`src/rtl/otlr_pkg.sv`:
```
// Shared types, constants and font tables for the OLED text line renderer.
`default_nettype none
package otlr_pkg;

	localparam int LINE_COLUMNS_DEF = 128;
	localparam logic [7:0] ADDR_RESET = 8'h78;

	localparam int CELL_COLS  = 6;
	localparam int GLYPH_COLS = 5;
	localparam int HDR_BYTES  = 11;
	localparam int MAX_PAGE   = 7;
	localparam int QUEUE_DEPTH = 2;

	localparam logic [7:0] CTRL_CMD    = 8'h00;
	localparam logic [7:0] CTRL_DATA   = 8'h40;
	localparam logic [7:0] PAGE_CMD    = 8'hB0;
	localparam logic [7:0] COL_LO_CMD  = 8'h00;
	localparam logic [7:0] COL_HI_CMD  = 8'h10;
	localparam logic [7:0] BLANK_COL   = 8'h00;

	localparam logic [7:0] CH_NUL   = 8'h00;
	localparam logic [7:0] CH_SPACE = 8'h20;
	localparam logic [7:0] CH_DASH  = 8'h2D;
	localparam logic [7:0] CH_ZERO  = 8'h30;
	localparam logic [7:0] CH_NINE  = 8'h39;
	localparam logic [7:0] CH_COLON = 8'h3A;
	localparam logic [7:0] CH_UPA   = 8'h41;
	localparam logic [7:0] CH_UPZ   = 8'h5A;

	// glyph codes: digits 0..9, capitals 10..35, then the specials
	localparam logic [5:0] GL_LETTER_BASE = 6'd10;
	localparam logic [5:0] GL_COLON = 6'd36;
	localparam logic [5:0] GL_DASH  = 6'd37;
	localparam logic [5:0] GL_SPACE = 6'd38;
	localparam logic [5:0] GL_QUERY = 6'd39;

	// one queued cell: what the back end needs to emit its beats
	typedef struct packed {
		logic       hdr;     // emit positioning + data header first
		logic [2:0] page;
		logic [5:0] glyph;
		logic [2:0] ncols;   // 1..6 columns
		logic       final_c; // last cell of the line, stop after it
	} cell_cmd_t;

	typedef struct packed {
		logic full;
		logic empty;
	} q_stat_t;

	function automatic logic [5:0] glyph_code(logic [7:0] ch);
		logic [5:0] g;
		if (ch >= CH_ZERO && ch <= CH_NINE)
			g = 6'(ch - CH_ZERO);
		else if (ch >= CH_UPA && ch <= CH_UPZ)
			g = 6'(ch - CH_UPA) + GL_LETTER_BASE;
		else if (ch == CH_COLON)
			g = GL_COLON;
		else if (ch == CH_DASH)
			g = GL_DASH;
		else if (ch == CH_SPACE)
			g = GL_SPACE;
		else
			g = GL_QUERY;
		return g;
	endfunction

	// column 0 sits in the top byte
	function automatic logic [7:0] font_column(logic [5:0] glyph, logic [2:0] col);
		logic [39:0] row;
		logic [7:0]  c;
		case (glyph)
			6'd0:  row = 40'h3E_51_49_45_3E;
			6'd1:  row = 40'h00_42_7F_40_00;
			6'd2:  row = 40'h42_61_51_49_46;
			6'd3:  row = 40'h21_41_45_4B_31;
			6'd4:  row = 40'h18_14_12_7F_10;
			6'd5:  row = 40'h27_45_45_45_39;
			6'd6:  row = 40'h3C_4A_49_49_30;
			6'd7:  row = 40'h01_71_09_05_03;
			6'd8:  row = 40'h36_49_49_49_36;
			6'd9:  row = 40'h06_49_49_29_1E;
			6'd10: row = 40'h7E_11_11_11_7E;
			6'd11: row = 40'h7F_49_49_49_36;
			6'd12: row = 40'h3E_41_41_41_22;
			6'd13: row = 40'h7F_41_41_22_1C;
			6'd14: row = 40'h7F_49_49_49_41;
			6'd15: row = 40'h7F_09_09_09_01;
			6'd16: row = 40'h3E_41_49_49_7A;
			6'd17: row = 40'h7F_08_08_08_7F;
			6'd18: row = 40'h00_41_7F_41_00;
			6'd19: row = 40'h20_40_41_3F_01;
			6'd20: row = 40'h7F_08_14_22_41;
			6'd21: row = 40'h7F_40_40_40_40;
			6'd22: row = 40'h7F_02_0C_02_7F;
			6'd23: row = 40'h7F_04_08_10_7F;
			6'd24: row = 40'h3E_41_41_41_3E;
			6'd25: row = 40'h7F_09_09_09_06;
			6'd26: row = 40'h3E_41_51_21_5E;
			6'd27: row = 40'h7F_09_19_29_46;
			6'd28: row = 40'h46_49_49_49_31;
			6'd29: row = 40'h01_01_7F_01_01;
			6'd30: row = 40'h3F_40_40_40_3F;
			6'd31: row = 40'h1F_20_40_20_1F;
			6'd32: row = 40'h3F_40_38_40_3F;
			6'd33: row = 40'h63_14_08_14_63;
			6'd34: row = 40'h03_04_78_04_03;
			6'd35: row = 40'h61_51_49_45_43;
			GL_COLON: row = 40'h00_36_36_00_00;
			GL_DASH:  row = 40'h08_08_08_08_08;
			GL_SPACE: row = 40'h00_00_00_00_00;
			default:  row = 40'h02_01_51_09_06;
		endcase
		case (col)
			3'd0:    c = row[39:32];
			3'd1:    c = row[31:24];
			3'd2:    c = row[23:16];
			3'd3:    c = row[15:8];
			3'd4:    c = row[7:0];
			default: c = BLANK_COL;
		endcase
		return c;
	endfunction

endpackage
`default_nettype wire

```
`src/rtl/otlr_if.sv`:
```
// Valid/ready channel interfaces for text slots in and bus bytes out.
`default_nettype none
interface otlr_in_if;
	logic       valid;
	logic       ready;
	logic [7:0] character;
	logic [3:0] page;
	logic       first_slot;

	modport source (output valid, character, page, first_slot, input ready);
	modport sink   (input valid, character, page, first_slot, output ready);
endinterface

interface otlr_out_if;
	logic       valid;
	logic       ready;
	logic [7:0] bus_byte;
	logic       start_before;
	logic       stop_after;
	logic       last;

	modport source (output valid, bus_byte, start_before, stop_after, last, input ready);
	modport sink   (input valid, bus_byte, start_before, stop_after, last, output ready);
endinterface
`default_nettype wire

```
`src/rtl/otlr_front.sv`:
```
// Front end: line state, slot classification and cell command generation.
`default_nettype none
module otlr_front #(
	parameter int LINE_COLUMNS = otlr_pkg::LINE_COLUMNS_DEF
) (
	input  wire logic                clk,
	input  wire logic                arst_n,
	otlr_in_if.sink                  txt,
	input  wire otlr_pkg::q_stat_t   q_stat,
	output logic                     push,
	output otlr_pkg::cell_cmd_t      cmd
);
	localparam int SUM_W = $clog2(LINE_COLUMNS + otlr_pkg::CELL_COLS);

	logic [SUM_W-1:0] begin_q;
	logic             ended_q;
	logic             dropped_q;

	logic             accept;
	logic             open_line;
	logic [SUM_W-1:0] begin_eff;
	logic [SUM_W-1:0] rem;
	logic [SUM_W-1:0] next_begin;
	logic             ended_eff;
	logic             final_c;
	logic             page_ok;

	assign txt.ready = !q_stat.full;
	assign accept    = txt.valid && txt.ready;
	assign page_ok   = txt.page <= 4'(otlr_pkg::MAX_PAGE);
	assign open_line = txt.first_slot ? page_ok : !dropped_q;
	assign begin_eff = txt.first_slot ? '0 : begin_q;
	assign ended_eff = (txt.first_slot ? 1'b0 : ended_q) || (txt.character == otlr_pkg::CH_NUL);
	assign rem       = SUM_W'(LINE_COLUMNS) - begin_eff;
	assign next_begin = begin_eff + SUM_W'(otlr_pkg::CELL_COLS);
	assign final_c   = next_begin >= SUM_W'(LINE_COLUMNS);

	assign push = accept && open_line;

	always_comb begin
		cmd.hdr     = txt.first_slot;
		cmd.page    = txt.page[2:0];
		cmd.glyph   = ended_eff ? otlr_pkg::GL_SPACE : otlr_pkg::glyph_code(txt.character);
		cmd.ncols   = (rem > SUM_W'(otlr_pkg::CELL_COLS)) ? 3'(otlr_pkg::CELL_COLS) : rem[2:0];
		cmd.final_c = final_c;
	end

	always_ff @(posedge clk or negedge arst_n) begin
		if (!arst_n) begin
			begin_q   <= '0;
			ended_q   <= 1'b0;
			dropped_q <= 1'b1;
		end else if (accept) begin
			if (txt.first_slot && !page_ok) begin
				begin_q   <= '0;
				ended_q   <= 1'b0;
				dropped_q <= 1'b1;
			end else if (open_line) begin
				ended_q   <= ended_eff;
				dropped_q <= final_c;
				begin_q   <= final_c ? '0 : next_begin;
			end
		end
	end
endmodule
`default_nettype wire

```
`src/rtl/otlr_queue.sv`:
```
// Short FIFO of cell commands between the front and back ends.
`default_nettype none
module otlr_queue (
	input  wire logic                clk,
	input  wire logic                arst_n,
	input  wire logic                push,
	input  wire otlr_pkg::cell_cmd_t wr_cmd,
	input  wire logic                pop,
	output otlr_pkg::cell_cmd_t      head,
	output otlr_pkg::q_stat_t        stat,
	output logic [$clog2(otlr_pkg::QUEUE_DEPTH+1)-1:0] count
);
	localparam int DEPTH = otlr_pkg::QUEUE_DEPTH;
	localparam int PW    = $clog2(DEPTH);
	localparam int CW    = $clog2(DEPTH + 1);

	otlr_pkg::cell_cmd_t mem_q [DEPTH];
	logic [PW-1:0] wr_ptr_q;
	logic [PW-1:0] rd_ptr_q;
	logic [CW-1:0] count_q;

	assign stat.full  = count_q == CW'(DEPTH);
	assign stat.empty = count_q == '0;
	assign head       = mem_q[rd_ptr_q];
	assign count      = count_q;

	always_ff @(posedge clk) begin
		if (push)
			mem_q[wr_ptr_q] <= wr_cmd;
	end

	always_ff @(posedge clk or negedge arst_n) begin
		if (!arst_n) begin
			wr_ptr_q <= '0;
			rd_ptr_q <= '0;
			count_q  <= '0;
		end else begin
			if (push)
				wr_ptr_q <= (wr_ptr_q == PW'(DEPTH - 1)) ? '0 : wr_ptr_q + 1'b1;
			if (pop)
				rd_ptr_q <= (rd_ptr_q == PW'(DEPTH - 1)) ? '0 : rd_ptr_q + 1'b1;
			if (push && !pop)
				count_q <= count_q + 1'b1;
			else if (pop && !push)
				count_q <= count_q - 1'b1;
		end
	end
endmodule
`default_nettype wire

```
`src/rtl/otlr_back.sv`:
```
// Back end: byte sequencer, font lookup and output register.
`default_nettype none
module otlr_back (
	input  wire logic                clk,
	input  wire logic                arst_n,
	input  wire otlr_pkg::cell_cmd_t head,
	input  wire otlr_pkg::q_stat_t   q_stat,
	input  wire logic [7:0]          addr_byte,
	output logic                     pop,
	otlr_out_if.source               bus
);
	logic [4:0] idx_q;
	logic       ovalid_q;
	logic [7:0] byte_q;
	logic       start_q;
	logic       stop_q;
	logic       last_q;

	logic       emit;
	logic [4:0] eff;
	logic [2:0] k;
	logic       in_glyph;
	logic       glyph_last;
	logic [7:0] nbyte;
	logic       nstart;
	logic       nstop;
	logic       nlast;

	assign emit       = !q_stat.empty && (!ovalid_q || bus.ready);
	assign eff        = idx_q + (head.hdr ? 5'd0 : 5'(otlr_pkg::HDR_BYTES));
	assign k          = 3'(eff - 5'(otlr_pkg::HDR_BYTES));
	assign in_glyph   = eff >= 5'(otlr_pkg::HDR_BYTES);
	assign glyph_last = k == (head.ncols - 3'd1);
	assign nlast      = in_glyph && glyph_last;
	assign pop        = emit && nlast;

	// header: three command transactions then the data-mode header
	always_comb begin
		nstart = 1'b0;
		nstop  = 1'b0;
		unique case (eff) inside
			5'd0, 5'd3, 5'd6, 5'd9: begin
				nbyte  = addr_byte;
				nstart = 1'b1;
			end
			5'd1, 5'd4, 5'd7: nbyte = otlr_pkg::CTRL_CMD;
			5'd2: begin
				nbyte = otlr_pkg::PAGE_CMD + {5'd0, head.page};
				nstop = 1'b1;
			end
			5'd5: begin
				nbyte = otlr_pkg::COL_LO_CMD;
				nstop = 1'b1;
			end
			5'd8: begin
				nbyte = otlr_pkg::COL_HI_CMD;
				nstop = 1'b1;
			end
			5'd10: nbyte = otlr_pkg::CTRL_DATA;
			default: begin
				nbyte = otlr_pkg::font_column(head.glyph, k);
				nstop = head.final_c && glyph_last;
			end
		endcase
	end

	always_ff @(posedge clk or negedge arst_n) begin
		if (!arst_n) begin
			idx_q    <= '0;
			ovalid_q <= 1'b0;
		end else begin
			if (emit)
				idx_q <= nlast ? '0 : idx_q + 5'd1;
			if (emit)
				ovalid_q <= 1'b1;
			else if (bus.ready)
				ovalid_q <= 1'b0;
		end
	end

	always_ff @(posedge clk) begin
		if (emit) begin
			byte_q  <= nbyte;
			start_q <= nstart;
			stop_q  <= nstop;
			last_q  <= nlast;
		end
	end

	assign bus.valid        = ovalid_q;
	assign bus.bus_byte     = byte_q;
	assign bus.start_before = start_q;
	assign bus.stop_after   = stop_q;
	assign bus.last         = last_q;
endmodule
`default_nettype wire

```
`src/rtl/oled_text_line_renderer_top.sv`:
```
// Top level of the OLED text line renderer: front end, cell queue, back end.
//
// Turns one text character slot per input beat into the I2C byte stream for one
// page of a LINE_COLUMNS-wide display, one output beat per bus byte. A slot with
// first_slot set opens a line: 11 beats of positioning (page, column low, column
// high commands, then the data header) precede its first cell. Each cell gives
// six font columns (5x7 glyph plus a blank), except the cell that reaches the
// right edge, which may be cut short and carries the stop. Rate: one output beat per
// cycle while the bus is ready and a cell is queued. The front end accepts a slot
// whenever the two-entry cell queue has room, so input and output stall
// independently. Slots that produce nothing (page above 7, no line open) are
// accepted without pushing a cell. The user must write device_address_byte
// through cfg_we/cfg_wdata only while idle; the block itself does not enforce it.
`default_nettype none
module oled_text_line_renderer_top #(
	parameter int LINE_COLUMNS = otlr_pkg::LINE_COLUMNS_DEF
) (
	input  wire logic       clk,
	input  wire logic       arst_n,
	otlr_in_if.sink         txt,
	otlr_out_if.source      bus,
	input  wire logic       cfg_we,
	input  wire logic [7:0] cfg_wdata
);
	// device address byte (with write bit), sent after every start
	logic [7:0] addr_q;

	always_ff @(posedge clk or negedge arst_n) begin
		if (!arst_n)
			addr_q <= otlr_pkg::ADDR_RESET;
		else if (cfg_we)
			addr_q <= cfg_wdata;
	end

	logic                 push;
	logic                 pop;
	otlr_pkg::cell_cmd_t  wr_cmd;
	otlr_pkg::cell_cmd_t  head;
	otlr_pkg::q_stat_t    q_stat;
	logic [$clog2(otlr_pkg::QUEUE_DEPTH+1)-1:0] q_count;

	// front: tracks the open line and turns each slot into a cell command
	otlr_front #(
		.LINE_COLUMNS(LINE_COLUMNS)
	) u_front (
		.clk   (clk),
		.arst_n(arst_n),
		.txt   (txt),
		.q_stat(q_stat),
		.push  (push),
		.cmd   (wr_cmd)
	);

	otlr_queue u_queue (
		.clk   (clk),
		.arst_n(arst_n),
		.push  (push),
		.wr_cmd(wr_cmd),
		.pop   (pop),
		.head  (head),
		.stat  (q_stat),
		.count (q_count)
	);

	// back: walks header and glyph columns, one beat per cycle while the bus is ready
	otlr_back u_back (
		.clk      (clk),
		.arst_n   (arst_n),
		.head     (head),
		.q_stat   (q_stat),
		.addr_byte(addr_q),
		.pop      (pop),
		.bus      (bus)
	);

	// queue never overfills or underflows
	a_q_bound: assert property (@(posedge clk) disable iff (!arst_n)
		q_count <= 2'(otlr_pkg::QUEUE_DEPTH))
		else $error("cell queue over depth");

	a_pop_nonempty: assert property (@(posedge clk) disable iff (!arst_n)
		pop |-> !q_stat.empty)
		else $error("pop from empty cell queue");

	// an address beat opens a transaction, never closes one or ends a slot
	a_start_beat: assert property (@(posedge clk) disable iff (!arst_n)
		bus.valid && bus.start_before |-> !bus.stop_after && !bus.last)
		else $error("start beat marked stop or last");
endmodule
`default_nettype wire
```
`src/flat_wrapper.sv`:
```
// flat-port wrapper written by rule: the top's interface ports become plain ports
module oled_text_line_renderer_top_flat 
#(
	parameter int LINE_COLUMNS = otlr_pkg::LINE_COLUMNS_DEF
)
  (clk, arst_n, cfg_we, cfg_wdata, txt_valid, txt_character, txt_page, txt_first_slot, txt_ready, bus_valid, bus_bus_byte, bus_start_before, bus_stop_after, bus_last, bus_ready);
  otlr_in_if txt_i ();
  otlr_out_if bus_i ();
  input  wire logic clk;
  input  wire logic arst_n;
  input  wire logic cfg_we;
  input  wire logic [7:0] cfg_wdata;
  input wire logic [$bits(txt_i.valid)-1:0] txt_valid;
  input wire logic [$bits(txt_i.character)-1:0] txt_character;
  input wire logic [$bits(txt_i.page)-1:0] txt_page;
  input wire logic [$bits(txt_i.first_slot)-1:0] txt_first_slot;
  output wire logic [$bits(txt_i.ready)-1:0] txt_ready;
  output wire logic [$bits(bus_i.valid)-1:0] bus_valid;
  output wire logic [$bits(bus_i.bus_byte)-1:0] bus_bus_byte;
  output wire logic [$bits(bus_i.start_before)-1:0] bus_start_before;
  output wire logic [$bits(bus_i.stop_after)-1:0] bus_stop_after;
  output wire logic [$bits(bus_i.last)-1:0] bus_last;
  input wire logic [$bits(bus_i.ready)-1:0] bus_ready;
  assign txt_i.valid = txt_valid;
  assign txt_i.character = txt_character;
  assign txt_i.page = txt_page;
  assign txt_i.first_slot = txt_first_slot;
  assign txt_ready = txt_i.ready;
  assign bus_valid = bus_i.valid;
  assign bus_bus_byte = bus_i.bus_byte;
  assign bus_start_before = bus_i.start_before;
  assign bus_stop_after = bus_i.stop_after;
  assign bus_last = bus_i.last;
  assign bus_i.ready = bus_ready;
  oled_text_line_renderer_top #(.LINE_COLUMNS(LINE_COLUMNS)) u_core (.clk(clk), .arst_n(arst_n), .txt(txt_i), .bus(bus_i), .cfg_we(cfg_we), .cfg_wdata(cfg_wdata));
endmodule
```
`config.mk`:
```
export PLATFORM = sky130hd
export DESIGN_NAME = oled_text_line_renderer_top_flat
export DESIGN_NICKNAME = d
export VERILOG_FILES = /design/src/rtl/otlr_pkg.sv /design/src/rtl/otlr_if.sv /design/src/rtl/otlr_front.sv /design/src/rtl/otlr_queue.sv /design/src/rtl/otlr_back.sv /design/src/rtl/oled_text_line_renderer_top.sv /design/src/flat_wrapper.sv
export SDC_FILE = /design/constraint.sdc
export NUM_CORES = 1
export LEC_CHECK = 0
export BUFFER_PORTS_ARGS = -buffer_cell sky130_fd_sc_hd__buf_4
export CORE_MARGIN = 2
export CORE_UTILIZATION = 55
export DETAILED_ROUTE_END_ITERATION = 16
export GPL_TIMING_DRIVEN = 0
export HOLD_SLACK_MARGIN = 0.05
export PLACE_DENSITY = 0.82
export SLEW_MARGIN = 0
export SYNTH_ARGS = -nofsm -noshare
export SYNTH_HDL_FRONTEND = slang
export SYNTH_SLANG_ARGS = --single-unit
export TNS_END_PERCENT = 10
```
`constraint.sdc`:
```
create_clock -name clk -period 7.7 [get_ports clk]
set_clock_uncertainty 0.15 [all_clocks]
set_input_delay 0.77 -clock clk [delete_from_list [all_inputs] [get_ports clk]]
set_output_delay 0.77 -clock clk [all_outputs]
set_load 0.01 [all_outputs]
```
==> results of run 1 <==
## how the worst max path moves through the flow
stage / end / slack (ns) / depth (start not counted) / from
finish: u_core.u_back.bus.bus_byte[4] / 2.38 / 17 / u_core.u_queue.rd_ptr_q
global route: u_core.u_queue.count[1] / 2.19 / 19 / u_core.u_queue.rd_ptr_q
CTS: u_core.u_queue.count[1] / 2.45 / 18 / u_core.u_queue.rd_ptr_q
detailed placement: u_core.u_queue.count[1] / 2.53 / 18 / u_core.u_queue.rd_ptr_q
global placement: u_core.u_back.bus.bus_byte[4] / 2.65 / 17 / u_core.u_queue.rd_ptr_q
floorplan: u_core.u_queue.count[1] / 3.28 / 19 / u_core.u_queue.rd_ptr_q
## metrics by stage
| stage | std cells | utilization, % | hold WS [ns] | cell area (µm²) |
|---|---|---|---|---|
| 5_1_grt | 894 | 63.9 | 0.231 | 7020 |
| 2_1_floorplan | 703 | - | 0.305 | 6250 |
| 3_5_place_dp | 878 | 60.9 | 0.333 | 6680 |
| 4_1_cts | 894 | 63.9 | 0.208 | 7010 |
| 3_3_place_gp | 878 | 60.9 | 0.318 | 6680 |
| 6_report | 894 | 63.9 | 0.198 | 7020 |
## routing by layer
layer	up-vias	routed length [µm]
li1	2744	-
met1	2930	8260
met2	463	9760
met3	67	2320
met4	0	802
met5	-	0
## power by group through the flow
stage                     Sequential [µW]  Clock, µW  Combinational, µW
final                                 582        458               2020
after global routing                  592        475               2150
after CTS                             580        462               1950
after detailed placement              586          0               1940
after global placement                580          0               1910
after floorplan                       587          0               1370
## synthesized netlist by cell type (6+ instances only)
library cell  instances  area, µm²
a211o_1               6       52.6
o211ai_1             12       90.1
nand3_1              17       85.1
o21ai_0              48        240
nor2_1               42        158
ha_1                 40        500
nor2b_1               9       56.3
mux2i_1              19        190
a31oi_1              20        125
edfxtp_1             39       1170
nand2b_1             18        113
clkbuf_1             15       56.3
o22ai_1               8       50.1
mux2_2               15        169
xnor2_1              10       87.6
a22o_1                6       52.6
and2_1                6       37.5
nor3_1               13       65.1
xor2_1               12        105
dfrtp_1              23        576
buf_2                19       95.1
a21o_1                8       60.1
a211oi_1             11       82.6
a32oi_1               9       78.8
nor3b_1               6       45.0
nand2_1              70        263
inv_1                31        116
a22oi_1               6       45.0
a21oi_1              44        220
## critical path: stages, from the launching register on
cell      delay [ns]
dfrtp_1         0.34
buf_6           0.18
buf_4           0.22
buf_2           0.26
buf_2           0.32
mux2i_1         0.43
ha_1            0.30
inv_1           0.08
fa_1            0.49
inv_1           0.15
ha_1            0.27
xnor3_1         0.32
nand2_1         0.31
nor2_1          0.13
a221oi_2        0.32
a211o_1         0.20
nand4_1         0.21
a221o_1         0.37
## sequential cells by signal, summed over array words and instances, names as in the netlist, 2 cells and up
| name | flops |
|---|---|
| u_core.addr_q | 8 |
| u_core.u_back.bus.bus_byte | 8 |
| u_core.u_queue.count | 2 |
| u_core.u_back.idx_q | 5 |
| u_core.u_front.begin_q | 8 |
| u_core.u_queue.mem_q | 28 |
## final cells by class
cell class	instances	area share [%]
multi-input combinational	559	57.0
sequential	67	26.8
timing repair buffer	35	3.74
buffer	44	3.49
clock buffer	9	3.21
tap	140	2.50
inverter	33	1.80
clock inverter	7	1.50
## kinds of logic (layout without fill, tap and decap cells)
group / after synthesis / in the layout / synth area share (%)
compound gates: 247 / 247 / 27.4
xor+xnor: 25 / 25 / 4.19
fa+ha+maj: 41 / 41 / 8.33
buf+inv: 77 / 128 / 5.95
flops: 67 / 67 / 30.1
mux: 40 / 40 / 7.79
simple gates: 206 / 206 / 16.3
==> metrics.txt, run 1 <==
FF-to-FF Start=u_core.u_queue.rd_ptr_q; dpl hpwl=15700 µm; die height=111 µm; ANT nets after route=0; Req. time, crit path=7.64 ns; status=completed; Final Max Slew Viols=0; global-route wire length before repair=33300 µm; R2R cell count=17; worst vdd ir=0.000269 V; Vias=6204; drt wl/cell=23.6 µm; leakage=0.00275 µW; hold_buf cts=0; CTS max path bufs=2; CTS tree=done; Rows=38; met2 usage=56.3%; switching power=1510 µW; Synth Register Bits=67; I/O Buffers=35; Clock Sinks=67; synthesis-to-finish area growth=12.4%; FF-to-FF End=u_core.u_back.bus.bus_byte[4]; Slew @ Worst Pin=1.24 ns; Sequential Area=0.00188 mm²; syn nets=770; DRC violations left=0; grt peak-use layer=met2; largest net degree at the start of global routing=29; Placer Congestion=1.02; pwr/cell area=436 mW/mm²; synthesized instance count=703; vias in the first global route=6052; Clock Power Share=15.0%; TNS Setup=0 ns; Cell variety after synth=86; Max Fclk=188 MHz; ys flop type=edfxtp_1; DRT Wirelength=21100 µm; total of max-cap violations=0; RSZ-0062 raised after global routing=false; drt first pass iters=6; drt via density=6.94; Fill cells=894; crit-path max FO=10; # setup viols final=0; # Post-CTS Setup Buffers=0; critical path type=reg -> reg; Hold Fails Final Rpt=0; Warnings, synthesis=0; Async S/R FF share, synth=41.8%; CTS Buf Count=9; P_int=1550 µW; fin nets=816; root buf cell=clkbuf_16; Comb power frac=66.0%; initial antenna violation count=0; clk_lat worst skew=0.34 ns; sw frac=49.2%; CP startpoint kind=register; PostCTS Resize Cnt=0; post-synthesis cell area=0.00625 mm²; Seq pwr share=19.0%; core area=0.0110 mm²; gr usage total=34.3%; Post-synth EDFFs=39; fin crit period=5.32 ns; io pins=39; DRT iter0 DRCs=752; M3 GR Usage=7.85%; CP arrival=5.26 ns; most common cell after layout, fill and taps aside=nand2_1; Final Worst Setup Slack=2.38 ns; Hold Path Class=in -> async; Die W=111 µm; average cell area after synthesis=8.88 µm²; GR Util met1=44.3%; Die ar.=0.0122 mm²; leading cell types in the layout, fill and taps excluded=70 x nand2_1, 48 x o21ai_0, 44 x a21oi_1; Worst R2R Setup Slack=2.38 ns; worst slack at placement=2.53 ns; area of the multi-input gates=0.00400 mm²; Clk pin slew, worst setup/hold paths=0.06 ns; layout cell share with drive strength beyond 1=16.7%; total chip power=3060 µW; Initial Util=56.9%; register area share after synthesis=30.1%; H-tree lvl count=3; GRT overflow=0; crit end category=register; Antenna diodes=0; Final Cycle Share=69.0%; relative slew slack=17.4%
Power figures use the tool's default switching activity.
==> run 2: changes to the inputs <==
==> constraint.sdc (replaced) <==
create_clock -name clk -period 4.94 [get_ports clk]
set_clock_uncertainty 0.15 [all_clocks]
set_input_delay 0.494 -clock clk [delete_from_list [all_inputs] [get_ports clk]]
set_output_delay 0.494 -clock clk [all_outputs]
set_load 0.01 [all_outputs]
==> run 2 against run 1 <==
Register-to-register slack worse by 2.2 ns. Critical path depth shrank 4. Sequential cell count is the same. Total power increased by 56%. Global-route usage about the same. First-iteration DRC count is 4.8% higher. Critical endpoint is now u_core.u_back.bus.bus_byte[5]. Final cell count fell by 0.11%. Combinational power up 56%. Sequential power is 56% higher. Sequential share of layout area down 0.062 points. Non-clock buffer count shrank 1.
==> metrics.txt, run 2 (synthesis results as in run 1) <==
Rows=38 (unchanged); cell area after layout=0.00703 mm² (was 0.00702 mm²); fin crit period=4.74 ns (was 5.32 ns); CP arrival=4.69 ns (was 5.26 ns); status=completed (unchanged); grt peak-use layer=met2 (unchanged); relative slew slack=16.1% (was 17.4%); Die ar.=0.0122 mm² (unchanged); Hold Path Class=in -> reg (was in -> async); total of max-cap violations=0 (unchanged); H-tree lvl count=3 (unchanged); Final Worst Setup Slack=0.195 ns (was 2.38 ns); TNS Setup=0 ns (unchanged); gr usage total=34.3% (about the same); crit-path max FO=26 (was 10); Final Cycle Share=96.0% (was 69.0%); core area=0.0110 mm² (unchanged); drt wl/cell=23.7 µm (was 23.6 µm); Clock Sinks=67 (unchanged); max reg flops=28 (unchanged); Comb power frac=66.0% (about the same); # setup viols final=0 (unchanged); Placer Congestion=1.02 (unchanged); Vias=6172 (was 6204); largest net degree at the start of global routing=29 (unchanged); Clk pin slew, worst setup/hold paths=0.06 ns (about the same); M3 GR Usage=7.57% (was 7.85%); clk_lat worst skew=0.34 ns (about the same); DRC violations left=0 (unchanged); DP Area=0.00668 mm² (unchanged); die height=111 µm (unchanged); CP startpoint kind=register (unchanged); initial antenna violation count=0 (unchanged); global-route wire length before repair=33300 µm (about the same); GR Util met1=44.7% (was 44.3%); drt first pass iters=6 (unchanged); DRT iter0 DRCs=788 (was 752); io pins=39 (unchanged); Top reg by flops=u_core.u_queue.mem_q (unchanged); sw frac=49.2% (about the same); pwr/cell area=679 mW/mm² (was 436 mW/mm²); Final Max Slew Viols=0 (unchanged); layout cell share with drive strength beyond 1=16.6% (was 16.7%); leading cell types in the layout, fill and taps excluded=70 x nand2_1, 48 x o21ai_0, 44 x a21oi_1 (unchanged); crit end category=register (unchanged); CTS Buf Count=9 (unchanged); leakage=0.00275 µW (about the same); root buf cell=clkbuf_16 (unchanged); P_int=2420 µW (was 1550 µW); most common cell after layout, fill and taps aside=nand2_1 (unchanged); CTS max path bufs=2 (unchanged); Hold Fails Final Rpt=0 (unchanged); Max Fclk=211 MHz (was 188 MHz); drt via density=6.91 (was 6.94); Antenna diodes=0 (unchanged); Seq pwr share=19.0% (about the same); switching power=2350 µW (was 1510 µW); synthesis-to-finish area growth=12.6% (was 12.4%); CTS tree=done (unchanged); ANT nets after route=0 (unchanged); vias in the first global route=6040 (was 6052); Req. time, crit path=4.88 ns (was 7.64 ns); RSZ-0062 raised after global routing=false (unchanged); critical path type=reg -> reg (unchanged); Slew @ Worst Pin=1.26 ns (was 1.24 ns); met2 usage=56.1% (was 56.3%); Die W=111 µm (unchanged); Initial Util=56.9% (unchanged); worst vdd ir=0.000438 V (was 0.000269 V); worst slack at placement=-0.229 ns (was 2.53 ns); Clock Power Share=15.0% (about the same); I/O Buffers=35 (unchanged); fin nets=815 (was 816); GRT overflow=0 (unchanged); DRT Wirelength=21100 µm (about the same); dpl hpwl=15700 µm (unchanged)
run 2: cell types whose count changed in the layout (fill, tap and decap cells not counted):
cell / previous run / this run
buf_2: 19 / 17
buf_4: 40 / 39
buf_6: 5 / 6
dlygate4sd3_1: 0 / 1
mux2i_1: 18 / 17
mux2i_4: 5 / 6
run 2: worst paths after layout:
path                                                       to  slack, ns                startpoint  depth (start not counted)
max in group asynchronous                    u_core.addr_q[3]       3.85                    arst_n                          2
worst min-delay path              u_core.u_queue.mem_q[0][10]       0.19               txt_page[0]                          1
min in group asynchronous                    u_core.addr_q[1]       0.47                    arst_n                          2
worst max register to register  u_core.u_back.bus.bus_byte[5]       0.20   u_core.u_queue.rd_ptr_q                         13
worst max-delay path            u_core.u_back.bus.bus_byte[5]       0.20   u_core.u_queue.rd_ptr_q                         13
worst min register to register       u_core.u_front.dropped_q       0.34  u_core.u_front.dropped_q                          2
run 2: routing by layer:
layer	routed length (µm)	vias up
li1	-	2737
met1	8320	2942
met2	9750	431
met3	2280	62
met4	791	0
met5	0	-
run 2: per-stage QoR:
stage               hold WS [ns]  utilization, %  power, µW  instances
detailed placement         0.293            60.9       3930        878
floorplan                 0.0484               -       3050        703
finish                     0.187            64.0       4770        893
global placement           0.281            60.9       3880        878
CTS                        0.181            64.1       4680        894
global route               0.183            64.0       5020        893
run 2: layout make-up:
type | instances | area (µm²)
multi-input cells | 559 | 4010
fillers | 895 | 3950
plain buffers | 42 | 239
clock buffers | 9 | 225
flip-flops and latches | 67 | 1880
well taps | 140 | 175
inverters | 33 | 126
repair buffers | 36 | 273
clock inverters | 7 | 105
run 2: critical path, cell delays in order, from the launching register on:
cell and delay, ns:
dfrtp_1 0.34, buf_6 0.26, buf_6 0.23, mux2i_2 0.80
inv_1 0.46, ha_1 0.40, clkbuf_1 0.34, mux2i_1 0.30
nor2_1 0.08, a31oi_1 0.33, nand3_1 0.12, a31oi_1 0.19
o211ai_1 0.15, a221o_1 0.34
run 2: what timing repair did:
action	in CTS	in global routing
resized for setup	5	0
buffers inserted	0	0
endpoints found under the setup margin	8	1
hold buffers	1	0
hold endpoints to repair	23	0
run 2: power by group through the flow:
stage | Clock (µW) | Combinational, µW | Sequential [µW]
6_report | 715 | 3150 | 909
4_1_cts | 720 | 3050 | 906
5_1_grt | 740 | 3350 | 925
3_3_place_gp | 0 | 2980 | 905
2_1_floorplan | 0 | 2130 | 915
3_5_place_dp | 0 | 3020 | 913
